--- config.mk ---
export PLATFORM = sky130hd
export DESIGN_NAME = led_frame_dirty_group_flush_core_flat
export DESIGN_NICKNAME = d
export VERILOG_FILES = /design/src/hw/rtl/lfdgf_pkg.sv /design/src/hw/rtl/lfdgf_in_if.sv /design/src/hw/rtl/lfdgf_out_if.sv /design/src/hw/rtl/lfdgf_ctrl.sv /design/src/hw/rtl/lfdgf_dp.sv /design/src/hw/rtl/led_frame_dirty_group_flush_core.sv /design/src/flat_wrapper.sv
export SDC_FILE = /design/constraint.sdc
export NUM_CORES = 2
export LEC_CHECK = 0
export BUFFER_PORTS_ARGS = -buffer_cell sky130_fd_sc_hd__buf_2
export CORE_MARGIN = 2
export CORE_UTILIZATION = 45
export DETAILED_ROUTE_END_ITERATION = 16
export PLACE_DENSITY_LB_ADDON = 0.25
export SLEW_MARGIN = 10
export SYNTH_ARGS = -nofsm -noshare
export SYNTH_HDL_FRONTEND = slang
export SYNTH_SLANG_ARGS = --single-unit
--- constraint.sdc ---
create_clock -name clk -period 9.1 [get_ports clk]
set_input_delay 0.91 -clock clk [delete_from_list [all_inputs] [get_ports clk]]
set_output_delay 0.91 -clock clk [all_outputs]
set_load 0.02 [all_outputs]
--- src/hw/rtl/lfdgf_pkg.sv ---
// Shared types, constants and lookup functions for the LED frame flush core.
// Depends on nothing; the controller, datapath and top level import it.
package lfdgf_pkg;

    localparam int LED_COUNT   = 43;
    localparam int ROW_AW      = 6;
    localparam int GROUP_COUNT = 12;

    localparam logic [7:0] PAGE_SELECT_REG = 8'hFD;
    localparam logic [7:0] GROUP_BASE      = 8'h20;
    localparam logic [6:0] DEV_ADDR_RESET  = 7'd116;
    localparam logic [4:0] PSEL_BYTES      = 5'd1;
    localparam logic [4:0] GROUP_BYTES     = 5'd16;

    typedef enum logic [1:0] {
        ACT_PSEL  = 2'd0,
        ACT_GROUP = 2'd1,
        ACT_STOP  = 2'd2
    } act_t;

    typedef enum logic [2:0] {
        ST_IDLE,
        ST_DISPATCH,
        ST_COL_WR,
        ST_PAGE,
        ST_SCAN,
        ST_GATHER,
        ST_EMIT
    } state_t;

    // slot map per band: 0 is a fixed zero slot, otherwise LED number + 1
    localparam logic [5:0] BAND_MAP [4][16] = '{
        '{6'd0,  6'd0,  6'd0,  6'd1,  6'd2,  6'd3,  6'd4,  6'd5,
          6'd6,  6'd7,  6'd8,  6'd9,  6'd10, 6'd11, 6'd12, 6'd13},
        '{6'd14, 6'd15, 6'd16, 6'd0,  6'd0,  6'd0,  6'd17, 6'd18,
          6'd19, 6'd20, 6'd21, 6'd22, 6'd23, 6'd24, 6'd25, 6'd26},
        '{6'd27, 6'd28, 6'd29, 6'd30, 6'd31, 6'd32, 6'd0,  6'd0,
          6'd0,  6'd33, 6'd34, 6'd35, 6'd36, 6'd37, 6'd38, 6'd39},
        '{6'd0,  6'd0,  6'd0,  6'd0,  6'd0,  6'd0,  6'd0,  6'd0,
          6'd40, 6'd0,  6'd0,  6'd0,  6'd41, 6'd42, 6'd43, 6'd0}
    };

    typedef struct packed {
        logic       cap;
        logic       rd_col;
        logic       wr_col;
        logic       rd_slot;
        logic       shift;
        logic       emit;
        act_t       act;
        logic       hdr;
        logic       page;
        logic [3:0] grp;
        logic [3:0] slot;
    } dp_cmd_t;

    typedef struct packed {
        logic [GROUP_COUNT-1:0] dirty;
        logic                   out_free;
        logic                   flush;
        logic                   idx_ok;
    } dp_status_t;

    function automatic logic [1:0] grp_band(input logic [3:0] g);
        logic [1:0] b;
        case (g)
            4'd0, 4'd1, 4'd2:  b = 2'd0;
            4'd3, 4'd4, 4'd5:  b = 2'd1;
            4'd6, 4'd7, 4'd8:  b = 2'd2;
            default:           b = 2'd3;
        endcase
        return b;
    endfunction

    function automatic logic [1:0] grp_chan(input logic [3:0] g);
        logic [1:0] c;
        case (g)
            4'd0, 4'd3, 4'd6, 4'd9:  c = 2'd0;
            4'd1, 4'd4, 4'd7, 4'd10: c = 2'd1;
            default:                 c = 2'd2;
        endcase
        return c;
    endfunction

    function automatic logic [1:0] led_band(input logic [5:0] idx);
        logic [1:0] b;
        if (idx < 6'd13)
            b = 2'd0;
        else if (idx < 6'd26)
            b = 2'd1;
        else if (idx < 6'd39)
            b = 2'd2;
        else
            b = 2'd3;
        return b;
    endfunction

endpackage

--- src/hw/rtl/lfdgf_in_if.sv ---
// Input channel: one command word with valid/ready handshake.
// Depends on nothing.
interface lfdgf_in_if;
    logic       valid;
    logic       ready;
    logic       command;
    logic [5:0] led_index;
    logic [7:0] red;
    logic [7:0] green;
    logic [7:0] blue;

    modport source (output valid, command, led_index, red, green, blue, input ready);
    modport sink   (input valid, command, led_index, red, green, blue, output ready);
endinterface

--- src/hw/rtl/lfdgf_out_if.sv ---
// Output channel: one bus transfer word with valid/ready handshake.
// Depends on nothing.
interface lfdgf_out_if;
    logic        valid;
    logic        ready;
    logic [1:0]  action;
    logic        with_header;
    logic [7:0]  register_address;
    logic [4:0]  byte_count;
    logic [63:0] data_first_half;
    logic [63:0] data_second_half;
    logic        last;

    modport source (output valid, action, with_header, register_address, byte_count,
                    data_first_half, data_second_half, last, input ready);
    modport sink   (input valid, action, with_header, register_address, byte_count,
                    data_first_half, data_second_half, last, output ready);
endinterface

--- src/hw/rtl/lfdgf_ctrl.sv ---
// Controller: sequences colour updates and the page/group flush walk.
// Depends on lfdgf_pkg.
module lfdgf_ctrl
    import lfdgf_pkg::*;
(
    input  logic       clk,
    input  logic       rst_n,
    input  logic       in_valid,
    output logic       in_ready,
    input  dp_status_t st,
    output dp_cmd_t    cmd
);

    state_t     state_reg, state_next;
    logic [3:0] grp_reg, grp_next;
    logic       page_reg, page_next;
    logic       open_reg, open_next;
    logic [4:0] cnt_reg, cnt_next;
    logic       page_dirty;
    logic       page_end;

    always_ff @(posedge clk or negedge rst_n)
    begin
        if (!rst_n)
        begin
            state_reg <= ST_IDLE;
            grp_reg   <= '0;
            page_reg  <= 1'b0;
            open_reg  <= 1'b0;
            cnt_reg   <= '0;
        end
        else
        begin
            state_reg <= state_next;
            grp_reg   <= grp_next;
            page_reg  <= page_next;
            open_reg  <= open_next;
            cnt_reg   <= cnt_next;
        end
    end

    assign page_dirty = page_reg ? (st.dirty[11:8] != 4'd0) : (st.dirty[7:0] != 8'd0);
    assign page_end   = page_reg ? (grp_reg == 4'd12) : (grp_reg == 4'd8);

    always_comb
    begin
        state_next = state_reg;
        grp_next   = grp_reg;
        page_next  = page_reg;
        open_next  = open_reg;
        cnt_next   = cnt_reg;
        in_ready   = 1'b0;
        cmd        = '0;
        cmd.act    = ACT_STOP;
        cmd.grp    = grp_reg;
        cmd.page   = page_reg;
        cmd.slot   = cnt_reg[3:0];
        unique case (state_reg)
            ST_IDLE:
            begin
                in_ready = 1'b1;
                if (in_valid)
                begin
                    cmd.cap    = 1'b1;
                    state_next = ST_DISPATCH;
                end
            end
            ST_DISPATCH:
            begin
                if (st.flush)
                begin
                    page_next  = 1'b0;
                    state_next = ST_PAGE;
                end
                else if (st.idx_ok)
                begin
                    cmd.rd_col = 1'b1;
                    state_next = ST_COL_WR;
                end
                else
                    state_next = ST_IDLE;
            end
            ST_COL_WR:
            begin
                cmd.wr_col = 1'b1;
                state_next = ST_IDLE;
            end
            ST_PAGE:
            begin
                if (!page_dirty)
                begin
                    if (page_reg)
                        state_next = ST_IDLE;
                    else
                        page_next = 1'b1;
                end
                else if (st.out_free)
                begin
                    cmd.emit   = 1'b1;
                    cmd.act    = ACT_PSEL;
                    grp_next   = page_reg ? 4'd8 : 4'd0;
                    open_next  = 1'b0;
                    state_next = ST_SCAN;
                end
            end
            ST_SCAN:
            begin
                if (page_end)
                begin
                    if (open_reg)
                    begin
                        if (st.out_free)
                        begin
                            cmd.emit  = 1'b1;
                            open_next = 1'b0;
                        end
                    end
                    else if (page_reg)
                        state_next = ST_IDLE;
                    else
                    begin
                        page_next  = 1'b1;
                        state_next = ST_PAGE;
                    end
                end
                else if (st.dirty[grp_reg])
                begin
                    cnt_next   = '0;
                    state_next = ST_GATHER;
                end
                else if (open_reg)
                begin
                    if (st.out_free)
                    begin
                        cmd.emit  = 1'b1;
                        open_next = 1'b0;
                        grp_next  = grp_reg + 4'd1;
                    end
                end
                else
                    grp_next = grp_reg + 4'd1;
            end
            ST_GATHER:
            begin
                // read one slot a cycle, shift in the byte read the cycle before
                cmd.rd_slot = !cnt_reg[4];
                cmd.shift   = (cnt_reg != 5'd0);
                cnt_next    = cnt_reg + 5'd1;
                if (cnt_reg[4])
                    state_next = ST_EMIT;
            end
            ST_EMIT:
            begin
                if (st.out_free)
                begin
                    cmd.emit   = 1'b1;
                    cmd.act    = ACT_GROUP;
                    cmd.hdr    = !open_reg;
                    open_next  = 1'b1;
                    grp_next   = grp_reg + 4'd1;
                    state_next = ST_SCAN;
                end
            end
            default:
                state_next = ST_IDLE;
        endcase
    end

endmodule

--- src/hw/rtl/lfdgf_dp.sv ---
// Datapath: colour store, dirty marks, group gather register and result register.
// Depends on lfdgf_pkg.
module lfdgf_dp
    import lfdgf_pkg::*;
(
    input  logic        clk,
    input  logic        rst_n,
    input  dp_cmd_t     cmd,
    output dp_status_t  st,
    input  logic        command,
    input  logic [5:0]  led_index,
    input  logic [7:0]  red,
    input  logic [7:0]  green,
    input  logic [7:0]  blue,
    input  logic        cfg_we,
    input  logic [6:0]  cfg_wdata,
    output logic [6:0]  device_address,
    input  logic        out_ready,
    output logic        out_valid,
    output logic [1:0]  action,
    output logic        with_header,
    output logic [7:0]  register_address,
    output logic [4:0]  byte_count,
    output logic [63:0] data_first_half,
    output logic [63:0] data_second_half,
    output logic        last
);

    logic [23:0]            mem [LED_COUNT];
    logic [LED_COUNT-1:0]   row_valid_reg;
    logic [GROUP_COUNT-1:0] dirty_reg, dirty_next, dirty_set, dirty_clr;
    logic [6:0]             dev_addr_reg;
    logic                   flush_reg;
    logic [5:0]             idx_reg;
    logic [23:0]            rgb_reg;
    logic [23:0]            rd_data_reg;
    logic                   rd_ok_reg;
    logic [127:0]           gath_reg;
    logic                   out_valid_reg;
    act_t                   act_reg;
    logic                   hdr_reg, last_reg;
    logic [7:0]             reg_addr_reg;
    logic [4:0]             count_reg;
    logic [63:0]            d0_reg, d1_reg;

    logic [5:0]  slot_map;
    logic [ROW_AW-1:0] rd_addr;
    logic        rd_ok_next;
    logic [23:0] old_row;
    logic [7:0]  chan_byte;
    logic [3:0]  grp_base;
    logic        do_rd;

    assign slot_map = BAND_MAP[grp_band(cmd.grp)][cmd.slot];
    assign do_rd    = cmd.rd_col || cmd.rd_slot;

    always_comb
    begin
        if (cmd.rd_col)
        begin
            rd_addr    = idx_reg;
            rd_ok_next = row_valid_reg[idx_reg];
        end
        else if (slot_map != 6'd0)
        begin
            rd_addr    = slot_map - 6'd1;
            rd_ok_next = row_valid_reg[slot_map - 6'd1];
        end
        else
        begin
            rd_addr    = '0;
            rd_ok_next = 1'b0;
        end
    end

    assign old_row = rd_ok_reg ? rd_data_reg : 24'd0;

    always_comb
    begin
        case (grp_chan(cmd.grp))
            2'd0:    chan_byte = old_row[23:16];
            2'd1:    chan_byte = old_row[15:8];
            default: chan_byte = old_row[7:0];
        endcase
    end

    // mark the group of each channel whose byte changes
    assign grp_base = {led_band(idx_reg), 1'b0} + {2'b00, led_band(idx_reg)};

    always_comb
    begin
        dirty_set = '0;
        dirty_clr = '0;
        if (cmd.wr_col)
        begin
            if (old_row[23:16] != rgb_reg[23:16])
                dirty_set[grp_base] = 1'b1;
            if (old_row[15:8] != rgb_reg[15:8])
                dirty_set[grp_base + 4'd1] = 1'b1;
            if (old_row[7:0] != rgb_reg[7:0])
                dirty_set[grp_base + 4'd2] = 1'b1;
        end
        if (cmd.emit && cmd.act == ACT_GROUP)
            dirty_clr[cmd.grp] = 1'b1;
        dirty_next = (dirty_reg | dirty_set) & ~dirty_clr;
    end

    always_ff @(posedge clk)
    begin
        if (cmd.wr_col)
            mem[idx_reg] <= rgb_reg;
        if (do_rd)
        begin
            rd_data_reg <= mem[rd_addr];
            rd_ok_reg   <= rd_ok_next;
        end
    end

    always_ff @(posedge clk or negedge rst_n)
    begin
        if (!rst_n)
        begin
            row_valid_reg <= '0;
            dirty_reg     <= '0;
            dev_addr_reg  <= DEV_ADDR_RESET;
            out_valid_reg <= 1'b0;
        end
        else
        begin
            dirty_reg <= dirty_next;
            if (cmd.wr_col)
                row_valid_reg[idx_reg] <= 1'b1;
            if (cfg_we)
                dev_addr_reg <= cfg_wdata;
            if (cmd.emit)
                out_valid_reg <= 1'b1;
            else if (out_ready)
                out_valid_reg <= 1'b0;
        end
    end

    always_ff @(posedge clk)
    begin
        if (cmd.cap)
        begin
            flush_reg <= command;
            idx_reg   <= led_index;
            rgb_reg   <= {red, green, blue};
        end
        if (cmd.shift)
            gath_reg <= {gath_reg[119:0], chan_byte};
        if (cmd.emit)
        begin
            act_reg <= cmd.act;
            case (cmd.act)
                ACT_PSEL:
                begin
                    hdr_reg      <= 1'b1;
                    reg_addr_reg <= PAGE_SELECT_REG;
                    count_reg    <= PSEL_BYTES;
                    d0_reg       <= {7'd0, cmd.page, 56'd0};
                    d1_reg       <= '0;
                    last_reg     <= 1'b0;
                end
                ACT_GROUP:
                begin
                    hdr_reg      <= cmd.hdr;
                    reg_addr_reg <= GROUP_BASE + {1'b0, cmd.grp[2:0], 4'd0};
                    count_reg    <= GROUP_BYTES;
                    d0_reg       <= gath_reg[127:64];
                    d1_reg       <= gath_reg[63:0];
                    last_reg     <= 1'b0;
                end
                default:
                begin
                    hdr_reg      <= 1'b0;
                    reg_addr_reg <= '0;
                    count_reg    <= '0;
                    d0_reg       <= '0;
                    d1_reg       <= '0;
                    // final stop: nothing left to send
                    last_reg     <= (dirty_reg == '0);
                end
            endcase
        end
    end

    assign st.dirty    = dirty_reg;
    assign st.out_free = !out_valid_reg || out_ready;
    assign st.flush    = flush_reg;
    assign st.idx_ok   = (idx_reg < 6'(LED_COUNT));

    assign device_address   = dev_addr_reg;
    assign out_valid        = out_valid_reg;
    assign action           = act_reg;
    assign with_header      = hdr_reg;
    assign register_address = reg_addr_reg;
    assign byte_count       = count_reg;
    assign data_first_half  = d0_reg;
    assign data_second_half = d1_reg;
    assign last             = last_reg;

`ifndef SYNTH
    a_emit_free: assert property (@(posedge clk) disable iff (!rst_n)
        cmd.emit |-> (!out_valid_reg || out_ready))
        else $error("result register overwritten while held");
    a_group_clears: assert property (@(posedge clk) disable iff (!rst_n)
        (cmd.emit && cmd.act == ACT_GROUP) |=> !dirty_reg[$past(cmd.grp)])
        else $error("sent group still marked dirty");
    a_row_valid: assert property (@(posedge clk) disable iff (!rst_n)
        cmd.wr_col |=> row_valid_reg[$past(idx_reg)])
        else $error("written row not marked valid");
`endif

endmodule

--- src/hw/rtl/led_frame_dirty_group_flush_core.sv ---
// Top level of the LED frame dirty-group flush core.
// Depends on lfdgf_pkg, lfdgf_in_if, lfdgf_out_if, lfdgf_ctrl and lfdgf_dp.
//
// The core keeps the red, green and blue bytes of 43 LEDs and a dirty mark
// for each of twelve driver groups. A set-colour word passes through
// capture, row read, and compare and write, and produces no result; LED
// indexes above 42 are dropped. A flush word walks page 0 (groups 0-7)
// and then page 1 (groups 8-11): a dirty page opens with a page-select
// word, each dirty group is gathered from the colour store one slot per
// cycle through its single read port and sent as a 16-byte word, adjacent
// dirty groups share one header and every run ends with one stop. A flush
// is held up while the sink stalls. The final word of a flush carries
// last. The colour store resets to zero through per-row valid flags, so no
// clearing pass is needed. The device address register is held for the
// bus layer and does not enter any result word. The result register lets
// a new input word be taken while the last result of a flush still waits.
module led_frame_dirty_group_flush_core
    import lfdgf_pkg::*;
(
    input  logic        clk,
    input  logic        rst_n,
    lfdgf_in_if.sink    request,
    lfdgf_out_if.source result,
    input  logic        cfg_we,
    input  logic [6:0]  cfg_wdata
);

    dp_cmd_t    cmd;
    dp_status_t st;
    logic [6:0] device_address;

    // controller: state machine, group and page counters
    lfdgf_ctrl u_ctrl (
        .clk      (clk),
        .rst_n    (rst_n),
        .in_valid (request.valid),
        .in_ready (request.ready),
        .st       (st),
        .cmd      (cmd)
    );

    // datapath: colour store, dirty marks, gather and result registers
    lfdgf_dp u_dp (
        .clk              (clk),
        .rst_n            (rst_n),
        .cmd              (cmd),
        .st               (st),
        .command          (request.command),
        .led_index        (request.led_index),
        .red              (request.red),
        .green            (request.green),
        .blue             (request.blue),
        .cfg_we           (cfg_we),
        .cfg_wdata        (cfg_wdata),
        .device_address   (device_address),
        .out_ready        (result.ready),
        .out_valid        (result.valid),
        .action           (result.action),
        .with_header      (result.with_header),
        .register_address (result.register_address),
        .byte_count       (result.byte_count),
        .data_first_half  (result.data_first_half),
        .data_second_half (result.data_second_half),
        .last             (result.last)
    );

`ifndef SYNTH
    a_addr_held: assert property (@(posedge clk) disable iff (!rst_n)
        !$past(cfg_we) |-> $stable(device_address))
        else $error("device address changed without a write");
`endif

endmodule

--- src/flat_wrapper.sv ---
// flat-port wrapper written by rule: the top's interface ports become plain ports
module led_frame_dirty_group_flush_core_flat import lfdgf_pkg::*;
  (clk, rst_n, cfg_we, cfg_wdata, request_valid, request_command, request_led_index, request_red, request_green, request_blue, request_ready, result_valid, result_action, result_with_header, result_register_address, result_byte_count, result_data_first_half, result_data_second_half, result_last, result_ready);
  lfdgf_in_if request_i ();
  lfdgf_out_if result_i ();
  input  logic clk;
  input  logic rst_n;
  input  logic cfg_we;
  input  logic [6:0] cfg_wdata;
  input wire logic [$bits(request_i.valid)-1:0] request_valid;
  input wire logic [$bits(request_i.command)-1:0] request_command;
  input wire logic [$bits(request_i.led_index)-1:0] request_led_index;
  input wire logic [$bits(request_i.red)-1:0] request_red;
  input wire logic [$bits(request_i.green)-1:0] request_green;
  input wire logic [$bits(request_i.blue)-1:0] request_blue;
  output wire logic [$bits(request_i.ready)-1:0] request_ready;
  output wire logic [$bits(result_i.valid)-1:0] result_valid;
  output wire logic [$bits(result_i.action)-1:0] result_action;
  output wire logic [$bits(result_i.with_header)-1:0] result_with_header;
  output wire logic [$bits(result_i.register_address)-1:0] result_register_address;
  output wire logic [$bits(result_i.byte_count)-1:0] result_byte_count;
  output wire logic [$bits(result_i.data_first_half)-1:0] result_data_first_half;
  output wire logic [$bits(result_i.data_second_half)-1:0] result_data_second_half;
  output wire logic [$bits(result_i.last)-1:0] result_last;
  input wire logic [$bits(result_i.ready)-1:0] result_ready;
  assign request_i.valid = request_valid;
  assign request_i.command = request_command;
  assign request_i.led_index = request_led_index;
  assign request_i.red = request_red;
  assign request_i.green = request_green;
  assign request_i.blue = request_blue;
  assign request_ready = request_i.ready;
  assign result_valid = result_i.valid;
  assign result_action = result_i.action;
  assign result_with_header = result_i.with_header;
  assign result_register_address = result_i.register_address;
  assign result_byte_count = result_i.byte_count;
  assign result_data_first_half = result_i.data_first_half;
  assign result_data_second_half = result_i.data_second_half;
  assign result_last = result_i.last;
  assign result_i.ready = result_ready;
  led_frame_dirty_group_flush_core u_core (.clk(clk), .rst_n(rst_n), .request(request_i), .result(result_i), .cfg_we(cfg_we), .cfg_wdata(cfg_wdata));
endmodule
==> reports/metrics.cfg <==
[outcome]
status=complete, no violations

[setup_path]
path_common_cell=ha_1
cp_cell_sequence=inv_1, ha_1, nand3b_1, and2_1, ha_1, or3b_1, a211oi_1, a31oi_1, o21ai_2, buf_4, inv_2, ha_1, nand2_1, o21a_4, o31a_2, buf_12, a31oi_1, a221oi_1, a311oi_1, o21ai_0, o311a_1
rr_worst_depth=21
reg2reg_from=u_core.u_ctrl.grp_reg[0]
setup.worst_path.class=reg -> reg
startpoint_type=flip-flop
cp.arrival_ns=7.91
reg2reg_to=u_core.u_dp.rd_data_reg[8]
cp_slowest_stage_delay_ns=0.84
end_kind=flip-flop
slowest_stage=o21ai_0
cp.required_ns=9.74
cp_max_fo=88
ff2ff_setup_slack_ns=1.82

[floorplan]
die_w_um=362
fp-row-count=131
start_util_pct=45.2
die_y_um=362
io-pin-count=190
coreArea_sq_um=127000
die_area_sq_um=131000

[yosys]
ys_seq_area_share_pct=73.6
synth_area_leaders=edfxtp_1, dfrtp_1, nand2_1
yosys_warnings=0
synth_cell_types=89
synth_edf_count=1354
netlist.area_leader.share_pct=70.6
syn_area_sq_um=57600
yosysTopAreaCell=edfxtp_1
syn_inst=4025
ys_async_sr_fraction_pct=4.92
dominantRegCellSynth=edfxtp_1
synth_seq_cells=1424
syn_area_per_cell_sq_um=14.3

[finish]
largest_register_ffs=1032
final_common_cell=edfxtp_1
num-fill-cells=10600
antenna_cells=0
nets=4247
area_growth_pct=13.3
layout_common_cells=edfxtp_1, nand2_1, o21ai_0
final_layout_size_suffix_gt1_share_pct=15.1

[global_routing]
grt_pass1_wl_um=230000
grt_usage_pct=23.7
overflow=0
antenna_found_initial=3
grt_start_max_net_pins=97
grt_pass1_vias=34400

[flow_run]
maxCapViolations=0

[timing]
hold_viol=0
tightest_slew_ns=1.19
setup_viol=0
setup_total_negative_slack_ns=0
rsz0062_at_grt=no
finalCritPeriodShare_pct=79.9
slew-limit-headroom_pct=19.8
fmaxAchievable_mhz=137
fin_skew_ns=0.0342
drv_slew=0
layout_min_cycle_time_ns=7.28

[clock_network]
root_buffer=clkbuf_16
cts.sinks=1424
clkTransAtPathRegs_ns=0.06
cts_tree=built
holdBufCountCts=0
post_cts_buffers=0
h-tree-depth=4
cts_buffers=148
insertion_delay_ns=0.79
cts.repair.resized=0
cts_buffer_depth=3

[route]
drc_errors=0
via_per_inst=6.08
ant_nets=0
drt-total-wl_um=158000
via_count=36200
wl_per_cell_um=26.5
drtIter0Drc=4800
dr.pass1.iters=6

[placement]
gp_congestion=0.862
io_buffers=177
dpl.hpwl_um=88100

[worst_hold_path]
hold_path.class=in -> async

## how the worst max path moves through the flow
stage	from	end	slack [ns]	depth (start not counted)
final	u_core.u_ctrl.grp_reg[0]	u_core.u_dp.rd_data_reg[8]	1.82	21
after global routing	u_core.u_ctrl.grp_reg[0]	u_core.u_dp.rd_data_reg[9]	1.40	19
after CTS	u_core.u_ctrl.grp_reg[0]	u_core.u_dp.rd_data_reg[8]	1.81	21
after detailed placement	u_core.u_ctrl.grp_reg[0]	u_core.u_dp.rd_data_reg[8]	1.85	21
after global placement	u_core.u_ctrl.grp_reg[0]	u_core.u_dp.rd_data_reg[8]	1.95	21
after floorplan	u_core.u_ctrl.state_reg[2]	u_core.u_dp.gath_reg[0]	1.07	4
## final cells by class
type	instances	area, sq um	share of cell area (%)
repair buffers	302	1950	2.99
flip-flops and latches	1424	42400	65.0
clock inverters	72	708	1.09
well taps	1662	2080	3.19
inverters	20	75.1	0.115
clock buffers	190	3940	6.04
multi-input cells	2284	14100	21.6
## cells in the mapped netlist (all sizes together) (4+ instances only)
cell type	n
a211oi	31
mux4	13
nand2	390
a22o	21
o21a	5
a31oi	60
nand3b	14
nand4	26
o21ai	303
a21oi	124
clkbuf	189
o2111ai	25
a311oi	51
buf	111
mux2i	106
nand3	173
mux2	8
a221oi	76
nor3b	6
or2	48
or3	4
nor2b	18
nor3	79
ha	24
edfxtp	1354
inv	20
o22a	25
and2	14
xnor2	20
o311ai	27
nand2b	12
nor4	4
o221ai	24
dfrtp	70
nor2	237
a22oi	50
and3	155
o311a	25
a21o	5
or4	5
o31ai	31
## cells by family after synthesis
family	share of synthesized area, %
xor gates and xnor gates	0.304
AOI/OAI and AO/OA	10.8
adders and majority gates	0.521
other	0.00651
DFF	73.6
and+or+nand+nor	9.86
buffers and inverters	2.40
muxes	2.51
## through the flow
step / cells / utilization [%] / cell area (sq um) / setup WS (ns) / hold slack (ns)
after global routing: 5954 / 51.2 / 65300 / 1.40 / 0.269
after floorplan: 4028 / - / 57600 / 1.07 / 0.417
after CTS: 5954 / 51.2 / 65300 / 1.81 / 0.256
after detailed placement: 5692 / 47.6 / 60600 / 1.85 / 0.423
after global placement: 5692 / 47.6 / 60600 / 1.95 / 0.420
final: 5954 / 51.2 / 65300 / 1.82 / 0.266
## routing by layer
layer,routed length [um],vias to the layer above,GRT usage [%]
met5,13,-,0
met4,4970,2,8.33
met3,15700,245,4.84
met2,70200,1852,35.7
met1,66800,18100,34.3
li1,-,16000,-
## worst max-delay path, delay by kind of cell (launching register included)
family,cells,cell delay [ns]
simple gates,4,1.10
buf+inv,4,1.04
flops,1,0.63
compound gates,10,3.03
fa+ha+maj,3,1.19
Power is left out: the tool's default activity adds up to more than one toggle a clock period on the data nets, which glitch-free logic cannot reach.
